$ cat src/rtl/wmf_pkg.sv
// Shared types and constants of the window median filter.
package wmf_pkg;

  localparam int PIX_W        = 8;
  localparam int WIDTH_CFG_W  = 11;
  localparam int HEIGHT_CFG_W = 12;
  localparam int CFG_DATA_W   = 12;
  localparam int CFG_IDX_W    = 1;
  localparam int IN_ROW_W     = 13;
  localparam int OUT_ROW_W    = 12;

  localparam int WIDTH_RESET  = 640;
  localparam int HEIGHT_RESET = 480;

  localparam int FIFO_DEPTH   = 4;
  localparam int FIFO_PTR_W   = 2;
  localparam int FIFO_CNT_W   = 3;

  typedef enum logic [CFG_IDX_W-1:0] {
    REG_IMAGE_WIDTH  = 1'b0,
    REG_IMAGE_HEIGHT = 1'b1
  } wmf_reg_e;

endpackage

$ cat src/rtl/wmf_median.sv
// Rank-based median select over one full window of pixels.
module wmf_median #(
  parameter int TAPS = 9
) (
  input  logic [wmf_pkg::PIX_W-1:0] taps_i [TAPS],
  output logic [wmf_pkg::PIX_W-1:0] median_o
);

  localparam int CNT_W = $clog2(TAPS + 1);
  localparam logic [CNT_W-1:0] Mid = CNT_W'(TAPS / 2);

  // Each tap counts how many taps sort ahead of it; ties are broken by position,
  // so exactly one tap carries the middle rank.
  always_comb begin
    logic [TAPS-1:0] ahead;
    median_o = '0;
    for (int i = 0; i < TAPS; i++) begin
      for (int j = 0; j < TAPS; j++) begin
        ahead[j] = (taps_i[j] < taps_i[i]) || ((taps_i[j] == taps_i[i]) && (j < i));
      end
      if (CNT_W'($countones(ahead)) == Mid) begin
        median_o = median_o | taps_i[i];
      end
    end
  end

endmodule

$ cat config.mk
export PLATFORM = sky130hd
export DESIGN_NAME = wmf_median
export DESIGN_NICKNAME = d
export VERILOG_FILES = /design/src/rtl/wmf_pkg.sv /design/src/rtl/wmf_median.sv
export SDC_FILE = /design/constraint.sdc
export NUM_CORES = 1
export LEC_CHECK = 0
export ABC_AREA = 1
export CORE_ASPECT_RATIO = 1.1
export CORE_MARGIN = 2
export CORE_UTILIZATION = 45
export DETAILED_ROUTE_END_ITERATION = 12
export DONT_BUFFER_PORTS = 1
export PLACE_DENSITY = 0.71
export SYNTH_ARGS = -nofsm -noshare
export SYNTH_HDL_FRONTEND = slang
export SYNTH_SLANG_ARGS = --single-unit
$ cat constraint.sdc
create_clock -name vclk -period 6.2
set_input_delay 0.93 -clock vclk [all_inputs]
set_output_delay 0.93 -clock vclk [all_outputs]
set_load 0.005 [all_outputs]
==> results.sh <==
export IMPL_dpl_hpwl_um=26200
export IMPL_finalNonFillerCells=1531
export IMPL_gp_congestion=1.07
export IMPL_maxCapViolCount=0
export IMPL_hold_class="input pin to output pin"
export IMPL_rows=53
export IMPL_antennaDiodeCount=0
export IMPL_io_pins=80
export IMPL_grt_overflow_total=0
export IMPL_totalWireLength_um=30800
export IMPL_final_seq_area_um2=0
export IMPL_min_delay_worst_endpoint="median_o[1]"
export IMPL_drc_errors=0
export IMPL_syn_num_nets=1690
export IMPL_antenna_found_initial=0
export IMPL_cp_end_kind="output pin"
export IMPL_routed_via_density=5.80
export IMPL_syn_inst=1260
export IMPL_synth_top_family_by_area="adder cells"
export IMPL_numPortBuffers=0
export IMPL_grt_max_degree=10
export IMPL_cts_hold_buf=0
export IMPL_p_per_area_mw_per_mm2=218
export IMPL_dieArea_mm2=0.0206
export IMPL_nClkBuffers=0
export IMPL_drv_slew=0
export IMPL_min_path_cells=4
export IMPL_critical_path_arrival_ns=5.15
export IMPL_grt_pass1_wl_um=46500
export IMPL_rsz0062_at_grt="yes"
export IMPL_synthAdderAreaFrac_pct=54.1
export IMPL_synthMuxAreaShare_pct=0
export IMPL_synth_area_mm2=0.00878
export IMPL_power_leakage_nw=5.25
export IMPL_critPathLaunchType="input pin"
export IMPL_path_class="input pin to output pin"
export IMPL_min_period_over_period_pct=98.0
export IMPL_drt_initial_drc_count=914
export IMPL_start_util_pct=46.0
export IMPL_max_slew_margin_rel_pct=55.8
export IMPL_dp_cells=1527
export IMPL_ys_seq_area_share_pct=0
export IMPL_drive_gt1_share_pct=4.83
export IMPL_first_global_vias=8421
export IMPL_antenna_left=0
export IMPL_crit_fanout=6
export IMPL_worst_pin_slew_ns=0.656
export IMPL_die_h_um=150
export IMPL_chipWidth_um=137
export IMPL_finalSetupViolCount=0
export IMPL_fin_crit_ns=6.08
export IMPL_nNetsFinal=1716
export IMPL_via_count=8874
export IMPL_synthXorXnorAreaFrac_pct=0
export IMPL_design_core_area_mm2=0.0191
export IMPL_required_ns=5.27
export IMPL_tns_ns=0
export IMPL_yosys_warnings=0
export IMPL_synth_cell_types=24
export IMPL_syn_avg_cell_area_um2=6.97
export IMPL_ir_drop_mv=0.185
export IMPL_whs_ns=2.07
export IMPL_area_delta_synth_final_pct=6.26
export IMPL_min_from="taps_i[65]"
export IMPL_synth_simple_area_share_pct=22.5
export IMPL_dr_pass1_iters=6
export IMPL_finalHoldViolCount=0
export IMPL_fmax_mhz=165
export IMPL_grtUsageTotal_pct=30.1
export IMPL_status="complete, no violations"
export IMPL_wl_per_cell_um=20.1
export IMPL_n_sequential_cell=0
export IMPL_synth_compound_area_share_pct=15.2
export IMPL_fin_util_pct=48.8
-- layout by cell type, fill, tap and decap left out, types with 4 or more instances in the layout --
cell and count:
o21ai_0 49, nor2_1 86, nand2_2 11, a31oi_1 5, o21a_1 29, a21oi_1 137
nor2_2 10, a21o_1 11, ha_1 321, inv_2 6, fa_1 36, nand3_1 84
nand4_1 14, nor2_4 5, buf_4 24, o211ai_1 4, inv_1 180, nand2_1 255
-- per-stage QoR --
| step | setup WS (ns) | cell area, µm² | total power [mW] |
|---|---|---|---|
| after floorplan | 0.663 | 8780 | 1.37 |
| after global placement | 0.167 | 9240 | 1.89 |
| after detailed placement | 0.137 | 9240 | 1.93 |
| after CTS | 0.136 | 9240 | 1.93 |
| after global routing | -0.0244 | 9330 | 2.27 |
| final | 0.121 | 9330 | 2.03 |
-- critical path, cell delays in order --
cell and delay, ns:
clkinvlp_4 0.13, ha_1 0.34, a21oi_1 0.19, o21a_1 0.18
nand2_1 0.07, nand2_2 0.10, inv_1 0.09, fa_1 0.53
fa_1 0.52, fa_1 0.54, inv_1 0.04, ha_1 0.18
inv_1 0.07, fa_1 0.41, nand2_1 0.13, a21oi_4 0.06
buf_4 0.14, nand3_1 0.07, nand2_1 0.08, nor2_1 0.22
nand2_1 0.11
-- metal layers --
| layer | up-vias | global-route usage (%) | wire length [µm] |
|---|---|---|---|
| met4 | 0 | 12.7 | 1580 |
| met2 | 381 | 48.8 | 13500 |
| met5 | - | 0 | 0 |
| met3 | 93 | 5.66 | 2960 |
| li1 | 4349 | - | - |
| met1 | 4051 | 38.8 | 12800 |
-- timing repair --
item / 4_1_cts / 5_1_grt
resized for setup: 0 / 18
buffers inserted: 0 / 4
setup endpoints to repair: 0 / 8
-- power by group --
group	internal, mW	leakage [nW]	switching (mW)
clock network	0	0	0
registers	0	0	0
logic	0.699	5.25	1.33
total	0.699	5.25	1.33
-- how the worst max path moves through the flow --
| stage | end | slack [ns] | cells after the start | from |
|---|---|---|---|---|
| 2_1_floorplan | median_o[2] | 0.66 | 21 | taps_i[55] |
| 3_5_place_dp | median_o[3] | 0.14 | 21 | taps_i[7] |
| 4_1_cts | median_o[2] | 0.14 | 21 | taps_i[55] |
| 6_report | median_o[5] | 0.12 | 21 | taps_i[39] |
| 3_3_place_gp | median_o[3] | 0.17 | 21 | taps_i[6] |
| 5_1_grt | median_o[2] | -0.02 | 22 | taps_i[41] |
-- cells in the mapped netlist --
cell type / count / area share [%]
ha_1: 322 / 46
o21a_1: 29 / 2.5
a31oi_1: 5 / 0.36
nand2_1: 256 / 11
nor3_1: 2 / 0.11
fa_1: 36 / 8.2
a21oi_1: 138 / 7.9
nor2_2: 4 / 0.29
nand4_1: 14 / 1.0
a21o_1: 11 / 0.94
o21ai_1: 1 / 0.057
and2_1: 2 / 0.14
clkinv_1: 2 / 0.086
nor2_4: 3 / 0.38
nand3b_1: 1 / 0.086
a21boi_0: 1 / 0.086
o21ai_0: 51 / 2.9
a21oi_4: 1 / 0.19
nand3_1: 84 / 4.8
o211ai_1: 4 / 0.34
nand2_2: 10 / 0.71
inv_2: 6 / 0.26
nor2_1: 94 / 4.0
inv_1: 183 / 7.8
-- layout make-up --
cell class                      count  area, µm²
Fill cell                        1937       9770
Multi-Input combinational cell   1069       8110
Tap cell                          247        309
Inverter                          191        728
Timing Repair Buffer               24        180
-- cell families after synthesis --
group / count (synthesis)
compound gates: 241
buf+inv: 191
fa+ha+maj: 358
simple gates: 470
(Power assumes the default switching activity.)
